<file path="src/rtl/median_filter_3x3_stream_assert.svh">
// Assertion macros shared by the median filter RTL.
`ifndef MEDIAN_FILTER_3X3_STREAM_ASSERT_SVH
`define MEDIAN_FILTER_3X3_STREAM_ASSERT_SVH

// Expression holds at every clock edge outside reset.
`define MF3_ASSERT_ALWAYS(label, expr, msg) \
   label: assert property (@(posedge clock) disable iff (reset) (expr)) else $error(msg);

// Consequent holds in the same cycle as the antecedent.
`define MF3_ASSERT_IMPLY(label, ante, cons, msg) \
   label: assert property (@(posedge clock) disable iff (reset) (ante) |-> (cons)) \
      else $error(msg);

// Consequent holds in the cycle after the antecedent.
`define MF3_ASSERT_NEXT(label, ante, cons, msg) \
   label: assert property (@(posedge clock) disable iff (reset) (ante) |=> (cons)) \
      else $error(msg);

`endif

</file>
<file path="src/rtl/mf3_pkg.sv">
// Shared constants and types of the 3x3 median filter.
package mf3_pkg;

   localparam int TAPS           = 9;
   localparam int QUEUE_DEPTH    = 4;
   localparam int WIDTH_REG_BITS = 12;
   localparam int ROW_BITS       = 13;
   localparam int CSR_INDEX_BITS = 4;
   localparam int CSR_DATA_BITS  = 13;
   localparam int HEIGHT_LIMIT   = 4096;
   localparam int WIDTH_RESET    = 512;
   localparam int HEIGHT_RESET   = 512;

   localparam logic [CSR_INDEX_BITS-1:0] CSR_IMAGE_WIDTH  = CSR_INDEX_BITS'(0);
   localparam logic [CSR_INDEX_BITS-1:0] CSR_IMAGE_HEIGHT = CSR_INDEX_BITS'(1);

   // Per-beat classification carried from the counter stage to the window stage.
   typedef struct packed {
      logic row_ge1;
      logic row_ge2;
      logic emit;
      logic first_col;
      logic last_col;
      logic img_end;
   } front_ctl_type;

endpackage

</file>
<file path="src/rtl/mf3_queue.sv">
// Short FIFO between the window front end and the median back end.
`include "median_filter_3x3_stream_assert.svh"
module mf3_queue #(
   parameter int WIDTH = 73
) (
   input  logic             clock,
   input  logic             reset,
   input  logic             in_valid,
   output logic             in_ready,
   input  logic [WIDTH-1:0] in_data,
   output logic             out_valid,
   input  logic             out_ready,
   output logic [WIDTH-1:0] out_data
);
   import mf3_pkg::*;

   localparam int PW = $clog2(QUEUE_DEPTH);
   localparam int NW = $clog2(QUEUE_DEPTH + 1);

   logic [WIDTH-1:0] mem_ff [QUEUE_DEPTH];
   logic [PW-1:0]    wr_ptr_ff, wr_ptr_in, rd_ptr_ff, rd_ptr_in;
   logic [NW-1:0]    count_ff, count_in;
   logic             push, pop;

   assign in_ready  = (count_ff != NW'(QUEUE_DEPTH));
   assign out_valid = (count_ff != '0);
   assign out_data  = mem_ff[rd_ptr_ff];
   assign push      = in_valid && in_ready;
   assign pop       = out_valid && out_ready;

   always_comb begin
      wr_ptr_in = push ? wr_ptr_ff + PW'(1) : wr_ptr_ff;
      rd_ptr_in = pop ? rd_ptr_ff + PW'(1) : rd_ptr_ff;
      count_in  = count_ff;
      if (push && !pop) begin
         count_in = count_ff + NW'(1);
      end else if (pop && !push) begin
         count_in = count_ff - NW'(1);
      end
   end

   always_ff @(posedge clock) begin
      if (reset) begin
         wr_ptr_ff <= '0;
         rd_ptr_ff <= '0;
         count_ff  <= '0;
      end else begin
         wr_ptr_ff <= wr_ptr_in;
         rd_ptr_ff <= rd_ptr_in;
         count_ff  <= count_in;
      end
   end

   always_ff @(posedge clock) begin
      if (push) begin
         mem_ff[wr_ptr_ff] <= in_data;
      end
   end

   `MF3_ASSERT_NEXT(a_count_up, push && !pop, count_ff == $past(count_ff) + NW'(1), "queue count lost a push")
endmodule

</file>
<file path="config.mk">
export PLATFORM = sky130hd
export DESIGN_NAME = mf3_queue
export DESIGN_NICKNAME = d
export VERILOG_FILES = /design/src/rtl/mf3_pkg.sv /design/src/rtl/mf3_queue.sv
export VERILOG_INCLUDE_DIRS = /design/src /design/src/rtl
export SDC_FILE = /design/constraint.sdc
export NUM_CORES = 1
export LEC_CHECK = 0
export BUFFER_PORTS_ARGS = -buffer_cell sky130_fd_sc_hd__buf_2
export CORE_MARGIN = 5
export CORE_UTILIZATION = 55
export DETAILED_ROUTE_END_ITERATION = 10
export MAX_ROUTING_LAYER = met4
export PLACE_DENSITY = 0.85
export SLEW_MARGIN = 15
export SYNTH_ARGS = -nofsm -noshare
export SYNTH_HDL_FRONTEND = slang
export SYNTH_SLANG_ARGS = --single-unit
</file>
<file path="constraint.sdc">
create_clock -name clock -period 4.43 [get_ports clock]
set_input_delay 0.886 -clock clock [delete_from_list [all_inputs] [get_ports clock]]
set_output_delay 0.886 -clock clock [all_outputs]
set_load 0.1 [all_outputs]
</file>
==> flow_summary_export.csv, run 1 <==
group,metric,value,unit
status,run_status,"finished, final reports clean",
critical_path,cp_data_required_time,3.54,ns
worst_hold_path,hold_depth,2,
drt,vias,4871,
clock_tree,cts_buffers,30,
critical_path,worst_setup_path_start_kind,"flip-flop",
logic_synthesis,syn_nets,512,
drt,dr.pass1.iters,4,
drt,initialDrtViolationCount,260,
clock_tree,htreeDepth,1,
clock_tree,cts_sinks,301,
clock_tree,cts_tree,"done",
floorplanning,initial_utilization,55.3,%
sta,final-setup-viol-count,0,
grt,gr-total-overflow,0,
clock_tree,ctsHoldBuffers,0,
sta,max_freq,299,MHz
sta,worst_slew_pin_slew,1.12,ns
drt,ant_nets,0,
sta,finalWorstPathRequiredPeriod,3.35,ns
sta,hold_violations,0,
critical_path,crit_fanout,21,
grt,gr-usage-met2,29.7,%
floorplanning,dieArea,23100,µm²
floorplanning,io_pins,152,
cells_and_area,area_delta_synth_final,16.8,%
logic_synthesis,syn_avg_cell_area,25.8,µm²
critical_path,critPathArrivalTime,2.46,ns
cells_and_area,final_nets,680,
logic_synthesis,yosysTopAreaCellShare,79.2,%
cells_and_area,final_layout_size_suffix_gt1_share,44.2,%
critical_path,crit_family,"buffers and inverters",
sta,rsz0062_at_grt,"no",
critical_path,r2r-start,"count_ff[0]",
flow_run,drv_cap,0,
worst_hold_path,hold_class,"reg2reg",
grt,first_global_vias,5368,
drt,totalWireLength,19.1,mm
clock_tree,cts.clk_slew.worst_paths,0.06,ns
sta,fin_crit_sh,75.6,%
grt,grt_pass1_wl,30.6,mm
floorplanning,fp.dieH,152,µm
critical_path,cpPeakStageDelay,0.59,ns
worst_hold_path,min_from,"rd_ptr_ff[1]",
clock_tree,clock_path_buffers,3,
critical_path,r2r_cells,8,
grt,antenna_found_initial,0,
floorplanning,die_w,152,µm
critical_path,crit_slowest_cell,"mux4_2",
floorplanning,core,20000,µm²
logic_synthesis,yosysTopAreaCell,"edfxtp_1",
logic_synthesis,synth-seq-cells,301,
drt,vias_per_cell,5.47,
placed_design,dp_hpwl,11.5,mm
placed_design,dpl.cell_count,835,
cells_and_area,n_fill_cell,1366,
critical_path,reg2reg_slack,2.08,ns
logic_synthesis,ys_seq_area_share,80.8,%
sta,drv_slew,0,
cells_and_area,final_common_cell,"edfxtp_1",
logic_synthesis,yosysWarnings,0,
floorplanning,rows,52,
grt,grt_max_degree,74,
critical_path,end_kind,"primary output",
clock_tree,cts.repair.resized,0,
logic_synthesis,synth_cell_types,25,
critical_path,worstPathCellList,"buf_4 -> mux4_2 -> buf_2",
grt,grt_usage,17.3,%
drt,drcViolationCount,0,
grt,busiest_layer,"met2",
sta,maxSlewHeadroom,25.3,%
cells_and_area,final_cell_mix,"edfxtp_1, buf_2, mux4_2, clkbuf_16, nor2_1",
cells_and_area,stdcell_count,891,
grt,use_met3,3.81,%
grt,grtUsageMet1,21.7,%
sta,fin_tns_setup,0,ns
sta,skew,0.00646,ns
placed_design,gp_congestion,0.743,
critical_path,timing.rr.end,"count_ff[2]",
logic_synthesis,synth_cells,429,
critical_path,path_class,"reg2out",
placed_design,port_buffers,151,
logic_synthesis,synthTopCellsByArea,"edfxtp_1, mux4_2, dfxtp_1",
critical_path,crit_buf_inv,2,
clock_tree,clk_latency,0.52,ns
logic_synthesis,syn_area,11100,µm²
clock_tree,post_cts_buffers,0,
clock_tree,cts_root_buffer,"clkbuf_16",
drt,post_drt_wl_per_cell,21.5,µm
==> cells by family after synthesis <==
kind of cell / Yosys count / synth area share (%)
flip-flops: 301 / 80.8
multiplexers: 76 / 15.2
buffers and inverters: 20 / 1.86
AND/OR/NAND/NOR: 17 / 0.757
adder cells (fa/ha/maj): 6 / 0.746
AO/OA/AOI/OAI: 5 / 0.339
XOR/XNOR: 4 / 0.316
==> sequential cells by signal, indices dropped and copies added, names as in the netlist, named ones only <==
register and cells:
mem_ff 292, count_ff 3, rd_ptr_ff 2, wr_ptr_ff 2
==> worst max path at each step <==
stage	startpoint	endpoint	slack [ns]	cells after the start
3_3_place_gp	flip-flop	out_data[69]	1.59	3
2_1_floorplan	in_valid	mem_ff[0][0]	1.09	2
3_5_place_dp	flip-flop	out_data[30]	1.57	3
6_report	flip-flop	out_data[10]	1.08	3
4_1_cts	flip-flop	out_data[10]	1.00	3
5_1_grt	flip-flop	out_data[10]	0.88	3
==> synth_stat cells (all sizes together) <==
master and number:
a21boi 1, a21oi 1, and2 4, buf 15, clkbuf 2, dfxtp 9
edfxtp 292, fa 1, ha 5, inv 3, mux2 1, mux2i 2
mux4 73, nand2 1, nand2b 2, nor2 8, o21ai 1, o311ai 1
o31ai 1, or3 2, xor2 4
==> per-stage QoR <==
step                area, µm²  setup slack, ns  hold WS, ns  utilization, %
finish                  12900             1.08        0.540            64.5
global route            12900            0.880        0.555            64.5
CTS                     12900             1.00        0.544            64.5
detailed placement      12000             1.57        0.520            60.0
global placement        12000             1.59        0.490            60.0
floorplan               11100             1.09        0.482               -
==> layout make-up <==
| cell class | count | area [µm²] | share of cell area (%) |
|---|---|---|---|
| inverter | 3 | 11.3 | 0.0871 |
| multi-input combinational | 108 | 1930 | 14.9 |
| sequential | 301 | 8960 | 69.2 |
| timing repair buffer | 153 | 783 | 6.06 |
| clock inverter | 17 | 114 | 0.880 |
| clock buffer | 38 | 802 | 6.20 |
| antenna | 1 | 2.50 | 0.0193 |
| tap | 270 | 338 | 2.61 |
==> worst register-to-register path, stage by stage, from the launching register on <==
cell	delay, ns
dfxtp_1	0.45
nor2_1	0.11
a21boi_2	0.38
ha_1	0.27
inv_1	0.07
fa_1	0.37
xor2_1	0.18
or3_1	0.31
a21oi_1	0.13
==> metal layers <==
layer / share of wire (%) / vias to the layer above / wire length, µm
li1: - / 2172 / -
met1: 39 / 2491 / 7370
met2: 53 / 175 / 10100
met3: 6.9 / 33 / 1320
met4: 1.6 / 0 / 307
met5: 0 / - / 0
Power of run 1 is not shown: default switching activity piles up to over one toggle a cycle in this logic, so the estimate is an artifact.
==> run 2: changes to the inputs <==
--- a/config.mk
+++ b/config.mk
@@ -8,10 +8,10 @@
 export LEC_CHECK = 0
 export BUFFER_PORTS_ARGS = -buffer_cell sky130_fd_sc_hd__buf_2
 export CORE_MARGIN = 5
-export CORE_UTILIZATION = 55
+export CORE_UTILIZATION = 51
 export DETAILED_ROUTE_END_ITERATION = 10
 export MAX_ROUTING_LAYER = met4
-export PLACE_DENSITY = 0.85
+export PLACE_DENSITY = 0.83
 export SLEW_MARGIN = 15
 export SYNTH_ARGS = -nofsm -noshare
 export SYNTH_HDL_FRONTEND = slang
==> constraint.sdc (replaced) <==
create_clock -name clock -period 3.07 [get_ports clock]
set_input_delay 0.614 -clock clock [delete_from_list [all_inputs] [get_ports clock]]
set_output_delay 0.614 -clock clock [all_outputs]
set_load 0.1 [all_outputs]
==> run 2 against run 1 <==
  * Cell count increased by 2.9%
  * Die area increased by 7.3%
  * Routed wire length increased by 8.0%
  * Flip-flop and latch count unchanged
  * Critical endpoint is now out_data[68]
==> flow_summary_export.csv, run 2 (synthesized netlist as in run 1, its figures left out) <==
group,metric,value,unit
clock_tree,cts_tree,"done",
cells_and_area,final_nets,694,
floorplanning,io_pins,152,
cells_and_area,final_common_cell,"edfxtp_1",
clock_tree,cts_root_buffer,"clkbuf_16",
cells_and_area,regArea,8960,µm²
critical_path,worst_setup_path_start_kind,"flip-flop",
critical_path,r2r_cells,8,
worst_hold_path,hold_class,"in2reg",
clock_tree,clock_path_buffers,3,
drt,totalWireLength,20.7,mm
sta,maxSlewHeadroom,60.7,%
sta,final-setup-viol-count,0,
drt,vias,4981,
cells_and_area,final_cell_mix,"edfxtp_1, buf_2, mux4_2, clkbuf_16, buf_4",
critical_path,reg2reg_slack,0.75,ns
cells_and_area,largest_reg_flops,292,
worst_hold_path,holdPathEnd,"mem_ff[2][21]",
worst_hold_path,min_from,"in_data[21]",
clock_tree,ctsHoldBuffers,0,
cells_and_area,area_delta_synth_final,20.5,%
placed_design,dpl.cell_count,859,
sta,rsz0062_at_grt,"no",
sta,finalWorstPathRequiredPeriod,2.82,ns
floorplanning,core,21600,µm²
drt,ant_nets,0,
critical_path,crit_fanout,25,
sta,worst_slew_pin_slew,0.590,ns
grt,grt_pass1_wl,31.2,mm
cells_and_area,stdcell_count,917,
sta,fin_crit_sh,91.9,%
critical_path,worstPathCellList,"buf_6 -> mux4_1 -> buf_2",
drt,post_drt_wl_per_cell,22.5,µm
cells_and_area,multi_input_comb_area,1930,µm²
worst_hold_path,hold_depth,1,
status,run_status,"finished, final reports clean",
grt,gr-total-overflow,0,
grt,grt_usage,17.1,%
floorplanning,rows,54,
sta,fin_tns_setup,0,ns
critical_path,critPathArrivalTime,2.21,ns
sta,skew,0.0194,ns
drt,vias_per_cell,5.43,
drt,dr.pass1.iters,4,
floorplanning,dieArea,24800,µm²
clock_tree,cts.clk_slew.worst_paths,0.06,ns
cells_and_area,final_layout_size_suffix_gt1_share,47.0,%
flow_run,drv_cap,0,
grt,antenna_found_initial,3,
clock_tree,cts_buffers,30,
critical_path,timing.rr.end,"count_ff[2]",
critical_path,path_class,"reg2out",
critical_path,cpPeakStageDelay,0.64,ns
critical_path,end_kind,"primary output",
clock_tree,post_cts_buffers,0,
grt,grt_max_degree,49,
clock_tree,htreeDepth,1,
placed_design,port_buffers,151,
floorplanning,initial_utilization,51.2,%
drt,drcViolationCount,0,
floorplanning,die_w,157,µm
cells_and_area,regMostFlops,"mem_ff",
sta,hold_violations,0,
placed_design,dp_hpwl,13.1,mm
clock_tree,clk_latency,0.54,ns
critical_path,r2r-start,"count_ff[0]",
critical_path,crit_slowest_cell,"mux4_1",
critical_path,cp_data_required_time,2.46,ns
clock_tree,cts_sinks,301,
grt,first_global_vias,5496,
drt,initialDrtViolationCount,253,
cells_and_area,utilization,61.7,%
sta,max_freq,354,MHz
cells_and_area,n_fill_cell,1503,
placed_design,gp_congestion,0.721,
cells_and_area,top_regs,"mem_ff (292), count_ff (3)",
clock_tree,cts.repair.resized,0,
floorplanning,fp.dieH,157,µm
sta,drv_slew,0,
-- run 2: layout make-up --
cell class / count / share of cell area (%)
clock inverters: 19 / 2.24
multi-input cells: 108 / 14.5
inverters: 3 / 0.0844
well taps: 280 / 2.63
repair buffers: 167 / 7.16
flip-flops and latches: 301 / 67.1
clock buffers: 36 / 6.26
diodes: 3 / 0.0563
-- run 2: metal layers --
metal	vias up	wire length, µm	GRT usage [%]	share of wire (%)
li1	2202	-	-	-
met1	2592	8220	21.5	40
met2	154	10900	28.9	53
met3	33	1090	3.52	5.3
met4	0	443	4.47	2.1
met5	-	0	-	0
-- run 2: critical path, delay by kind of cell (launching register included) --
family | cells | cell delay, ns
multiplexers | 1 | 0.64
flip-flops | 1 | 0.36
buffers and inverters | 2 | 0.65
-- run 2: worst max path at each step --
| stage | to | slack, ns | from |
|---|---|---|---|
| global route | out_data[68] | 0.12 | flip-flop |
| finish | out_data[68] | 0.25 | flip-flop |
| detailed placement | out_data[68] | 0.63 | flip-flop |
| floorplan | mem_ff[2][0] | 0.002 | in_valid |
| CTS | out_data[68] | 0.04 | flip-flop |
| global placement | count_ff[2] | 0.67 | in_valid |
-- run 2: through the flow --
stage	cell area, µm²	setup WS (ns)	hold slack [ns]
2_1_floorplan	11100	0.00216	0.482
3_3_place_gp	12200	0.669	0.495
3_5_place_dp	12200	0.628	0.542
4_1_cts	13300	0.0417	0.256
5_1_grt	13300	0.121	0.265
6_report	13300	0.249	0.288
Power of run 2 is left out for the same reason.
