<file path="src/rtl/median_filter_3x3_stream_assert.svh">
// Assertion macros shared by the median filter RTL.
`ifndef MEDIAN_FILTER_3X3_STREAM_ASSERT_SVH
`define MEDIAN_FILTER_3X3_STREAM_ASSERT_SVH

// Expression holds at every clock edge outside reset.
`define MF3_ASSERT_ALWAYS(label, expr, msg) \
   label: assert property (@(posedge clock) disable iff (reset) (expr)) else $error(msg);

// Consequent holds in the same cycle as the antecedent.
`define MF3_ASSERT_IMPLY(label, ante, cons, msg) \
   label: assert property (@(posedge clock) disable iff (reset) (ante) |-> (cons)) \
      else $error(msg);

// Consequent holds in the cycle after the antecedent.
`define MF3_ASSERT_NEXT(label, ante, cons, msg) \
   label: assert property (@(posedge clock) disable iff (reset) (ante) |=> (cons)) \
      else $error(msg);

`endif

</file>
<file path="src/rtl/mf3_pkg.sv">
// Shared constants and types of the 3x3 median filter.
package mf3_pkg;

   localparam int TAPS           = 9;
   localparam int QUEUE_DEPTH    = 4;
   localparam int WIDTH_REG_BITS = 12;
   localparam int ROW_BITS       = 13;
   localparam int CSR_INDEX_BITS = 4;
   localparam int CSR_DATA_BITS  = 13;
   localparam int HEIGHT_LIMIT   = 4096;
   localparam int WIDTH_RESET    = 512;
   localparam int HEIGHT_RESET   = 512;

   localparam logic [CSR_INDEX_BITS-1:0] CSR_IMAGE_WIDTH  = CSR_INDEX_BITS'(0);
   localparam logic [CSR_INDEX_BITS-1:0] CSR_IMAGE_HEIGHT = CSR_INDEX_BITS'(1);

   // Per-beat classification carried from the counter stage to the window stage.
   typedef struct packed {
      logic row_ge1;
      logic row_ge2;
      logic emit;
      logic first_col;
      logic last_col;
      logic img_end;
   } front_ctl_type;

endpackage

</file>
<file path="src/rtl/mf3_rsp_if.sv">
// Median result channel: valid/ready with median payload.
interface mf3_rsp_if #(parameter int PIXEL_BITS = 8);
   logic                  valid;
   logic                  ready;
   logic [PIXEL_BITS-1:0] median_value;
   logic                  last_of_image;

   modport source (output valid, output median_value, output last_of_image, input ready);
   modport sink   (input valid, input median_value, input last_of_image, output ready);
endinterface

</file>
<file path="src/rtl/mf3_median.sv">
// Back end: three-stage median-of-nine network with output register.
module mf3_median #(
   parameter int PIXEL_BITS = 8
) (
   input  logic                                     clock,
   input  logic                                     reset,
   input  logic                                     in_valid,
   output logic                                     in_ready,
   input  logic [mf3_pkg::TAPS-1:0][PIXEL_BITS-1:0] in_taps,
   input  logic                                     in_last,
   mf3_rsp_if.source                                rsp_bus
);
   import mf3_pkg::*;

   localparam int PB = PIXEL_BITS;

   function automatic logic [PB-1:0] min2(input logic [PB-1:0] a, input logic [PB-1:0] b);
      return (a < b) ? a : b;
   endfunction

   function automatic logic [PB-1:0] max2(input logic [PB-1:0] a, input logic [PB-1:0] b);
      return (a < b) ? b : a;
   endfunction

   function automatic logic [PB-1:0] med3(input logic [PB-1:0] a, input logic [PB-1:0] b,
                                          input logic [PB-1:0] c);
      return max2(min2(a, b), min2(max2(a, b), c));
   endfunction

   // Stage A: each group of three sorted into low, middle, high.
   logic              a_v_ff, a_v_in, a_last_ff;
   logic [2:0][PB-1:0] a_lo_ff, a_md_ff, a_hi_ff, a_lo_in, a_md_in, a_hi_in;
   // Stage B: max of lows, median of middles, min of highs.
   logic              b_v_ff, b_v_in, b_last_ff;
   logic [PB-1:0]     b_l_ff, b_m_ff, b_h_ff;
   // Stage C: output register.
   logic              c_v_ff, c_v_in, c_last_ff;
   logic [PB-1:0]     c_med_ff;

   logic a_ready, b_ready, c_ready, a_load, b_load, c_load;

   assign c_ready  = !c_v_ff || rsp_bus.ready;
   assign b_ready  = !b_v_ff || c_ready;
   assign a_ready  = !a_v_ff || b_ready;
   assign in_ready = a_ready;
   assign a_load   = in_valid && a_ready;
   assign b_load   = a_v_ff && b_ready;
   assign c_load   = b_v_ff && c_ready;

   always_comb begin
      for (int g = 0; g < 3; g++) begin
         a_lo_in[g] = min2(min2(in_taps[3*g], in_taps[3*g+1]), in_taps[3*g+2]);
         a_hi_in[g] = max2(max2(in_taps[3*g], in_taps[3*g+1]), in_taps[3*g+2]);
         a_md_in[g] = med3(in_taps[3*g], in_taps[3*g+1], in_taps[3*g+2]);
      end
   end

   always_comb begin
      a_v_in = a_load ? 1'b1 : (b_load ? 1'b0 : a_v_ff);
      b_v_in = b_load ? 1'b1 : (c_load ? 1'b0 : b_v_ff);
      c_v_in = c_load ? 1'b1 : (rsp_bus.ready ? 1'b0 : c_v_ff);
   end

   always_ff @(posedge clock) begin
      if (reset) begin
         a_v_ff <= 1'b0;
         b_v_ff <= 1'b0;
         c_v_ff <= 1'b0;
      end else begin
         a_v_ff <= a_v_in;
         b_v_ff <= b_v_in;
         c_v_ff <= c_v_in;
      end
   end

   always_ff @(posedge clock) begin
      if (a_load) begin
         a_lo_ff   <= a_lo_in;
         a_md_ff   <= a_md_in;
         a_hi_ff   <= a_hi_in;
         a_last_ff <= in_last;
      end
      if (b_load) begin
         b_l_ff    <= max2(max2(a_lo_ff[0], a_lo_ff[1]), a_lo_ff[2]);
         b_m_ff    <= med3(a_md_ff[0], a_md_ff[1], a_md_ff[2]);
         b_h_ff    <= min2(min2(a_hi_ff[0], a_hi_ff[1]), a_hi_ff[2]);
         b_last_ff <= a_last_ff;
      end
      if (c_load) begin
         c_med_ff  <= med3(b_l_ff, b_m_ff, b_h_ff);
         c_last_ff <= b_last_ff;
      end
   end

   assign rsp_bus.valid         = c_v_ff;
   assign rsp_bus.median_value  = c_med_ff;
   assign rsp_bus.last_of_image = c_last_ff;
endmodule

</file>
<file path="src/flat_wrapper.sv">
// flat-port wrapper written by rule: the top's interface ports become plain ports
module mf3_median_flat import mf3_pkg::*;
#(
   parameter int PIXEL_BITS = 8
)
  (clock, reset, in_valid, in_ready, in_taps, in_last, rsp_bus_valid, rsp_bus_median_value, rsp_bus_last_of_image, rsp_bus_ready);
  mf3_rsp_if #(.PIXEL_BITS(PIXEL_BITS)) rsp_bus_i ();
  input  logic clock;
  input  logic reset;
  input  logic in_valid;
  output logic in_ready;
  input  logic [mf3_pkg::TAPS-1:0][PIXEL_BITS-1:0] in_taps;
  input  logic in_last;
  output wire logic [$bits(rsp_bus_i.valid)-1:0] rsp_bus_valid;
  output wire logic [$bits(rsp_bus_i.median_value)-1:0] rsp_bus_median_value;
  output wire logic [$bits(rsp_bus_i.last_of_image)-1:0] rsp_bus_last_of_image;
  input wire logic [$bits(rsp_bus_i.ready)-1:0] rsp_bus_ready;
  assign rsp_bus_valid = rsp_bus_i.valid;
  assign rsp_bus_median_value = rsp_bus_i.median_value;
  assign rsp_bus_last_of_image = rsp_bus_i.last_of_image;
  assign rsp_bus_i.ready = rsp_bus_ready;
  mf3_median #(.PIXEL_BITS(PIXEL_BITS)) u_core (.clock(clock), .reset(reset), .in_valid(in_valid), .in_ready(in_ready), .in_taps(in_taps), .in_last(in_last), .rsp_bus(rsp_bus_i));
endmodule
</file>
<file path="config.mk">
export PLATFORM = sky130hd
export DESIGN_NAME = mf3_median_flat
export DESIGN_NICKNAME = d
export VERILOG_FILES = /design/src/rtl/median_filter_3x3_stream_assert.svh /design/src/rtl/mf3_pkg.sv /design/src/rtl/mf3_rsp_if.sv /design/src/rtl/mf3_median.sv /design/src/flat_wrapper.sv
export SDC_FILE = /design/constraint.sdc
export NUM_CORES = 1
export LEC_CHECK = 0
export ABC_AREA = 1
export BUFFER_PORTS_ARGS = -buffer_cell sky130_fd_sc_hd__buf_2
export CAP_MARGIN = 20
export CELL_PAD_IN_SITES_DETAIL_PLACEMENT = 1
export CELL_PAD_IN_SITES_GLOBAL_PLACEMENT = 1
export CORE_MARGIN = 2
export CORE_UTILIZATION = 40
export CTS_CLUSTER_SIZE = 16
export DETAILED_ROUTE_END_ITERATION = 10
export GPL_ROUTABILITY_DRIVEN = 0
export GPL_TIMING_DRIVEN = 0
export PLACE_DENSITY = 0.83
export SYNTH_ARGS = -nofsm -noshare
export SYNTH_HDL_FRONTEND = slang
export SYNTH_SLANG_ARGS = --single-unit
</file>
<file path="constraint.sdc">
create_clock -name clock -period 5.2 [get_ports clock]
set_clock_uncertainty 0.1 [all_clocks]
set_input_delay 0.52 -clock clock [delete_from_list [all_inputs] [get_ports clock]]
set_output_delay 0.52 -clock clock [all_outputs]
set_load 0.01 [all_outputs]
</file>
==> results of run 1 <==
==> kinds of logic after synthesis <==
| family | share of synthesized area |
|---|---|
| and+or+nand+nor | 0.240 |
| AOI/OAI and AO/OA | 0.149 |
| buffers and inverters | 0.0962 |
| adders and majority gates | 0.191 |
| DFF | 0.324 |
==> power groups by stage <==
| stage | clock [W] | combinational, W | sequential (W) |
|---|---|---|---|
| floorplan | 0 | 0.00318 | 0.00151 |
| finish | 0.000652 | 0.00468 | 0.00152 |
| CTS | 0.000666 | 0.00431 | 0.00152 |
| global placement | 0 | 0.00401 | 0.00153 |
| global route | 0.000692 | 0.00536 | 0.00154 |
| detailed placement | 0 | 0.00428 | 0.00154 |
==> stage by stage <==
step                cells   util
floorplan            1358      -
global placement     1775  0.438
detailed placement   1775  0.438
CTS                  1791  0.449
global route         1805  0.455
finish               1805  0.455
==> layer usage <==
metal | GRT usage | vias to the layer above | part of all wire
li1 | - | 4719 | -
met1 | 0.274 | 4401 | 0.46
met2 | 0.386 | 126 | 0.50
met3 | 0.0214 | 17 | 0.027
met4 | 0.0495 | 0 | 0.014
met5 | 0 | - | 0
==> path summary, 6_finish.rpt <==
path	startpoint	endpoint	cells after the start
min reg2reg	u_core.b_last_ff	u_core.rsp_bus.last_of_image	0
min	in_last	u_core.a_last_ff	1
max	u_core.b_l_ff[3]	u_core.rsp_bus.median_value[7]	28
max reg2reg	u_core.b_l_ff[3]	u_core.rsp_bus.median_value[7]	28
==> area by class of cell <==
cell class / instances / share of cell area
Buffer: 32 / 0.0154
Clock buffer: 10 / 0.0201
Clock inverter: 6 / 0.00385
Inverter: 212 / 0.0702
Multi-Input combinational cell: 1004 / 0.519
Sequential cell: 110 / 0.288
Tap cell: 330 / 0.0363
Timing Repair Buffer: 101 / 0.0473
==> repair_timing <==
item | in CTS | in global routing
setup endpoints to repair | 0 | 40
gates resized for setup | 0 | 12
setup buffers | 0 | 13
==> cell usage in the layout (no fill, tap or decap), types with 3 or more instances in the layout <==
cell type	instances
o211ai_2	5
clkbuf_16	9
a211oi_4	5
o21ai_2	7
clkbuf_1	6
o21a_1	5
buf_2	111
a211oi_2	3
o21ai_1	9
and2_1	7
a21oi_1	97
buf_6	3
nor2_1	76
nand2_4	10
ha_1	154
nand3_1	69
nand2_1	391
nand2_2	21
a211oi_1	7
nand4_1	5
dfxtp_1	3
buf_4	14
edfxtp_1	107
inv_1	211
o21ai_0	131
==> Yosys cell counts (all sizes together) <==
cell / count / area, um2
inv: 212 / 796
edfxtp: 107 / 3210
a211oi: 15 / 138
o211ai: 7 / 77.6
ha: 154 / 1930
o21a: 5 / 37.5
nand4: 5 / 31.3
dfxtp: 3 / 60.1
buf: 27 / 156
o21ai: 147 / 762
nor2: 76 / 285
a21oi: 97 / 485
nand3: 69 / 345
and2: 7 / 43.8
clkbuf: 5 / 18.8
nand2: 422 / 1710
==> flip-flops by register name, indices dropped and copies added, names as in the netlist <==
register / flops
u_core.a_hi_ff: 24
u_core.a_lo_ff: 24
u_core.a_md_ff: 24
u_core.b_h_ff: 8
u_core.b_l_ff: 8
u_core.b_m_ff: 8
u_core.rsp_bus.median_value: 8
u_core.a_last_ff: 1
u_core.a_v_ff: 1
u_core.b_last_ff: 1
u_core.b_v_ff: 1
u_core.rsp_bus.last_of_image: 1
u_core.rsp_bus.valid: 1
==> impl_results.md, run 1 <==
- RSZ-0062 raised after global routing: false
- Die ar.: 26,500 um2
- Critical Path AT: 4.79 ns
- Worst hold-check path type: input port to flop
- Antenna viol nets, final: 0
- Starting DRT DRC Count: 431
- Final setup vio count: 0
- Routed vias/inst: 5.13
- Combinational share of power: 0.683
- Net Sw Frac: 0.492
- Area of the multi-input gates: 5900 um2
- Pin count of the biggest net entering global routing: 74
- H-tree depth: 3
- Vias in the first global route: 9,372
- Bufs on Longest Clock Path: 2
- Post-synth net total: 1,589
- Top cell by count, worst path: nand2_1
- Switch Pwr: 0.00337 W
- Starting Density: 0.404
- Final Hold Viols: 0
- Pins over their slew limit: 0
- Design area: 11,400 um2
- Clk sinks: 110
- # fillers: 3,270
- Sequential area share after synthesis: 0.324
- Worst-path clk slew: 0.07 ns
- Share of cells above drive strength 1: 0.131
- Worst slack at placement: -0.333 ns
- Tcrit/Tclk final: 0.919
- Delay-heaviest family, CP: compound AO/OA/AOI/OAI gates
- IO Pins: 88
- Crit path max fanout: 10
- Leak: 5.87 nW
- Critical Path Slowest Stage Cell: edfxtp_1
- FMAX: 209 MHz
- Clk Latency, worst-skew pair: 0.36 ns
- Die width: 163 um
- Grt ovf: 0
- Type of the worst setup path: flop to flop
- Setup slack, reg-to-reg: 0.42 ns
- Nets@finish: 1,701
- Buffers and inverters on the worst path: 6
- Synth warnings: 0
- Reg area: 3270 um2
- Yosys cell types: 24
- Actual slew at the worst max-slew pin: 0.979 ns
- CP Launch Type: flop
- Avg WL per Cell: 15.4 um
- Setup TNS: 0 ns
- # DRC: 0
- Hold Slack: 0.251 ns
- Final wirelength: 27,900 um
- Area after DPL: 10,900 um2
- IO Port Bufs: 87
- Core area: 25,000 um2
- Vias post-DR: 9,263
- CTS buffer count: 9
- Antenna violations before repair: 0
- Global-route wire length before repair: 45,300 um
- Synthesized area per cell: 7.43 um2
- CTS root buffer: clkbuf_16
- Clock power share: 0.095
- Max VDD drop: 0.482 mV
- Internal power: 0.00348 W
- Max incr delay on CP: 0.49 ns
- Pwr Total: 0.00686 W
- Required @ worst endpoint: 5.21 ns
- GRT Total Usage: 0.214
- Flop pwr share: 0.222
- Post-Synthesis Cells: 1,358
- Setup slack after layout: 0.421 ns
- Status: finished clean
- Cell Pwr Density: 603 nW/um2
- Cell area after synthesis: 10,100 um2
- Crit path time final: 4.78 ns
- Cts hold-fix bufs: 0
- Max cap viols: 0
- Slew HR: 0.347
- Ant. Diodes: 0
- Die Span Y: 163 um
- Drt pass-1 iters: 5
- Crit. End Element: flop
- TritonCTS clock tree: yes
- Area Growth Syn to Fin: 12.7%
- Rows: 58
- HPWL after detailed placement: 23,100 um
- Register bit total from synthesis: 110
Note: power is estimated with default switching activity, not from simulation.
==> run 2, diff against run 1 <==
GPL_ROUTABILITY_DRIVEN = unset   (was 0)
RECOVER_POWER = 25   (was unset)
==> impl_results.md, run 2 (synthesis gave the netlist of run 1 again) <==
- Grt ovf: 0
- Top cell by count, worst path: nand2_1
- Avg WL per Cell: 15.5 um
- Final setup vio count: 0
- Commonest cells after routing, fill and taps aside: 391 x nand2_1, 211 x inv_1, 154 x ha_1
- Final Hold Viols: 0
- Slew HR: -1.05
- Max incr delay on CP: 0.49 ns
- Violated checks: capacitance limit, slew limit
- IO Port Bufs: 87
- Biggest regs: u_core.a_hi_ff x24, u_core.a_lo_ff x24, u_core.a_md_ff x24
- Area Growth Syn to Fin: 12.5%
- Buffers and inverters on the worst path: 6
- IO Pins: 88
- Worst slack at placement: -0.333 ns
- CTS root buffer: clkbuf_16
- Worst-path clk slew: 0.07 ns
- CP Launch Type: flop
- Critical Path AT: 4.79 ns
- Critical Path Slowest Stage Cell: edfxtp_1
- Tcrit/Tclk final: 0.919
- Vias in the first global route: 9,372
- Die Span Y: 163 um
- Pwr Total: 0.00685 W
- Rows: 58
- Leak: 5.83 nW
- Share of cells above drive strength 1: 0.123
- Vias post-DR: 9,260
- Actual slew at the worst max-slew pin: 3.06 ns
- Die width: 163 um
- Pins over their slew limit: 74
- Core area: 25,000 um2
- Worst hold-check path type: input port to flop
- Clk Latency, worst-skew pair: 0.36 ns
- Die ar.: 26,500 um2
- Starting DRT DRC Count: 431
- Drt pass-1 iters: 4
- Bufs on Longest Clock Path: 2
- RSZ-0062 raised after global routing: false
- FMAX: 209 MHz
- H-tree depth: 3
- Global-route wire length before repair: 45,300 um
- CTS buffer count: 9
- Cell Pwr Density: 604 nW/um2
- DP Cell Count: 1,775
- Type of the worst setup path: flop to flop
- # DRC: 0
- Ant. Diodes: 0
- Max cap viols: 1
- GRT Total Usage: 0.214
- Most common cell after layout, fill and taps aside: nand2_1
- Clk sinks: 110
- Final wirelength: 27,900 um
- Crit path time final: 4.78 ns
- Setup slack after layout: 0.423 ns
- Status: complete, but fails checks
- Pin count of the biggest net entering global routing: 74
- Antenna viol nets, final: 0
- Gpl congestion: 0.841
- Antenna violations before repair: 0
- TritonCTS clock tree: yes
- Delay-heaviest family, CP: compound AO/OA/AOI/OAI gates
- Routed vias/inst: 5.13
- HPWL after detailed placement: 23,100 um
- Required @ worst endpoint: 5.21 ns
- Starting Density: 0.404
- Crit. End Element: flop
- Nets@finish: 1,701
- Max VDD drop: 0.478 mV
- Non-filler instance count after layout: 1,805
- Post-route core utilization: 0.455
- Crit path max fanout: 10
[run 2: changes by cell type in the layout (fill, tap and decap cells not counted), sizes merged]
cell,delta
clkinvlp,+1
buf,-11
clkbuf,+11
inv,-1
[run 2: metrics by stage]
stage / instance area (um2) / setup TNS (ns) / hold WS [ns]
3_3_place_gp: 10900 / -1.19 / 0.304
4_1_cts: 11200 / 0 / 0.241
5_1_grt: 11400 / 0 / 0.248
3_5_place_dp: 10900 / -5.74 / 0.307
6_report: 11400 / 0 / 0.251
2_1_floorplan: 10100 / 0 / 0.300
[run 2: final cells by class]
class	instances	area, um2
Fill cell	3277	13600
Multi-Input combinational cell	1004	5900
Sequential cell	110	3270
Inverter	212	797
Timing Repair Buffer	101	524
Tap cell	330	413
Clock buffer	10	229
Buffer	32	175
Clock inverter	6	43.8
[run 2: report_power, final]
group | leakage, nW | internal, W | total, W | switching (W)
Combinational | 4.63 | 0.00174 | 0.00467 | 0.00294
Clock | 0.130 | 0.000329 | 0.000652 | 0.000323
Sequential | 1.07 | 0.00141 | 0.00153 | 0.000113
[run 2: path summary, 6_finish.rpt]
check	startpoint	endpoint	slack, ns	depth (start not counted)
max	u_core.b_l_ff[3]	u_core.rsp_bus.median_value[7]	0.42	28
min	in_last	u_core.a_last_ff	0.25	1
max reg2reg	u_core.b_l_ff[3]	u_core.rsp_bus.median_value[7]	0.42	28
min reg2reg	u_core.b_last_ff	u_core.rsp_bus.last_of_image	0.32	0
[run 2: timing repair]
action                                  in CTS  in global routing
gates resized for setup                      0                 12
endpoints found under the setup margin       0                 40
hold buffers                                 0                  0
buffers inserted                             0                 13
[run 2: routing by layer]
layer  vias to the layer above  part of all wire  wire [um]  global-route usage
li1                       4719                 -          -                   -
met1                      4398              0.46      12800               0.274
met2                       126              0.50      14000               0.386
met3                        17             0.027        765              0.0214
met4                         0             0.014        384              0.0495
met5                         -                 0          0                   0
==> run 3, diff against run 2 <==
REMOVE_ABC_BUFFERS = 1   (was unset)
==> impl_results.md, run 3 (synthesis gave the netlist of run 1 again) <==
- Status: complete, but fails checks
- Violated checks: capacitance limit, slew limit
- Starting Density: 0.404
- Die width: 163 um
- Nets@finish: 1,660
- Die Span Y: 163 um
- Area Growth Syn to Fin: 10.8%
- IO Pins: 88
- Ant. Diodes: 0
- Vias in the first global route: 9,140
- Hold Slack: 0.232 ns
- HPWL after detailed placement: 22,100 um
- FMAX: 206 MHz
- Critical Path Stages: 19
- Worst slack at placement: -0.563 ns
- TritonCTS clock tree: yes
- Drt pass-1 iters: 5
- CP Launch Type: input port
- Cell Pwr Density: 589 nW/um2
- Bufs on Longest Clock Path: 2
- Max cap viols: 1
- # fillers: 3,237
- Delay-heaviest family, CP: compound AO/OA/AOI/OAI gates
- FF-to-FF path depth: 23
- Type of the worst setup path: input port to flop
- Worst-path clk slew: 0.08 ns
- Routed vias/inst: 5.15
- Starting DRT DRC Count: 317
- Actual slew at the worst max-slew pin: 3.27 ns
- CTS buffer count: 9
- Pins over their slew limit: 74
- Share of cells above drive strength 1: 0.107
- Buffers and inverters on the worst path: 1
- Leak: 5.69 nW
- Final setup vio count: 0
- IO Port Bufs: 87
- Crit path max fanout: 31
- Max VDD drop: 0.382 mV
- Cts hold-fix bufs: 0
- GR Util met1: 0.255
- Die ar.: 26,500 um2
- GRT Total Usage: 0.206
- Worst hold-check path type: input port to flop
- Biggest regs: u_core.a_hi_ff x24, u_core.a_lo_ff x24, u_core.a_md_ff x24
- Clk sinks: 110
- Required @ worst endpoint: 5.21 ns
- Crit path time final: 4.86 ns
- Gpl congestion: 0.832
- Critical Path AT: 4.87 ns
- Max incr delay on CP: 0.46 ns
- Commonest cells after routing, fill and taps aside: 389 x nand2_1, 211 x inv_1, 154 x ha_1
- Avg WL per Cell: 15.1 um
- Global-route wire length before repair: 43,800 um
- Critical path, cell by cell: buf_2, ha_1, a21oi_1, o21a_1, nand2_2, o21ai_0, ha_1, nand2_1, nor2_1, a211oi_2, nand2_4, o21ai_0, ha_1, nand2_1, nor2_1, a211oi_4, nand2_4, nand2_1, nand2_1
- Pin count of the biggest net entering global routing: 74
- Critical Path Slowest Stage Cell: o21ai_0
- Antenna viol nets, final: 0
- Final Hold Viols: 0
- Setup slack after layout: 0.343 ns
- CTS root buffer: clkbuf_16
- Hold path cells: 1
- Final wirelength: 26,600 um
- Grt met3 use: 0.0216
- Rows: 58
- Grt peak-use layer: met2
- Grt ovf: 0
- Slew HR: -1.19
- Vias post-DR: 9,087
- Top cell by count, worst path: nand2_1
- GRT met2 Usage: 0.377
- H-tree depth: 3
- Most common cell after layout, fill and taps aside: nand2_1
- Core area: 25,000 um2
- Antenna violations before repair: 0
- Crit. End Element: flop
- # DRC: 0
- Tcrit/Tclk final: 0.934
- Clk Latency, worst-skew pair: 0.36 ns
run 3: cell count changes in the layout (fill, tap and decap cells not counted), sizes merged:
| cell | before | now |
|---|---|---|
| buf | 117 | 81 |
| clkbuf | 26 | 20 |
| clkinv | 2 | 3 |
| clkinvlp | 2 | 1 |
| inv | 214 | 215 |
run 3: what timing repair did:
action,in CTS,in global routing
gates resized for setup,5,16
setup buffers,0,4
pin swaps,0,2
setup endpoints to repair,24,40
run 3: final timing paths:
check | slack [ns] | from | to
max | 0.34 | in_taps[7] | u_core.a_md_ff[7]
min | 0.23 | in_last | u_core.a_last_ff
max reg2reg | 0.44 | u_core.a_md_ff[11] | u_core.b_m_ff[6]
min reg2reg | 0.33 | u_core.b_last_ff | u_core.rsp_bus.last_of_image
run 3: report_power, final:
part | switching (W) | internal (W)
Clock | 0.000362 | 0.000347
Combinational | 0.00281 | 0.00153
Sequential | 0.000119 | 0.00141
run 3: worst register-to-register path: cells and delay by family, from the launching register on:
| kind | cells | cell delay (ns) |
|---|---|---|
| compound gates | 7 | 1.60 |
| simple gates | 10 | 1.17 |
| buf+inv | 3 | 0.34 |
| fa+ha+maj | 3 | 0.85 |
| flops | 1 | 0.47 |
run 3: area by class of cell:
cell class	count	area, um2	share of cell area
multi-input cells	1004	5920	0.530
flip-flops and latches	110	3270	0.293
clock inverters	7	83.8	0.00750
clock buffers	9	225	0.0202
inverters	212	797	0.0713
well taps	330	413	0.0370
repair buffers	92	457	0.0409
run 3: through the flow:
stage	total power (W)	TNS (ns)	cells	area [um2]	utilization
2_1_floorplan	0.00460	0	1326	9910	-
3_3_place_gp	0.00542	-7.27	1743	10800	0.431
6_report	0.00658	0	1764	11200	0.448
4_1_cts	0.00644	0	1759	11100	0.444
5_1_grt	0.00730	-0.00521	1764	11200	0.448
3_5_place_dp	0.00571	-12.63	1743	10800	0.431
run 3: routing by layer:
metal	vias to the layer above	share of wire	wire length (um)
li1	4627	-	-
met1	4294	0.45	12100
met2	139	0.50	13300
met3	27	0.026	687
met4	0	0.020	539
met5	-	0	0
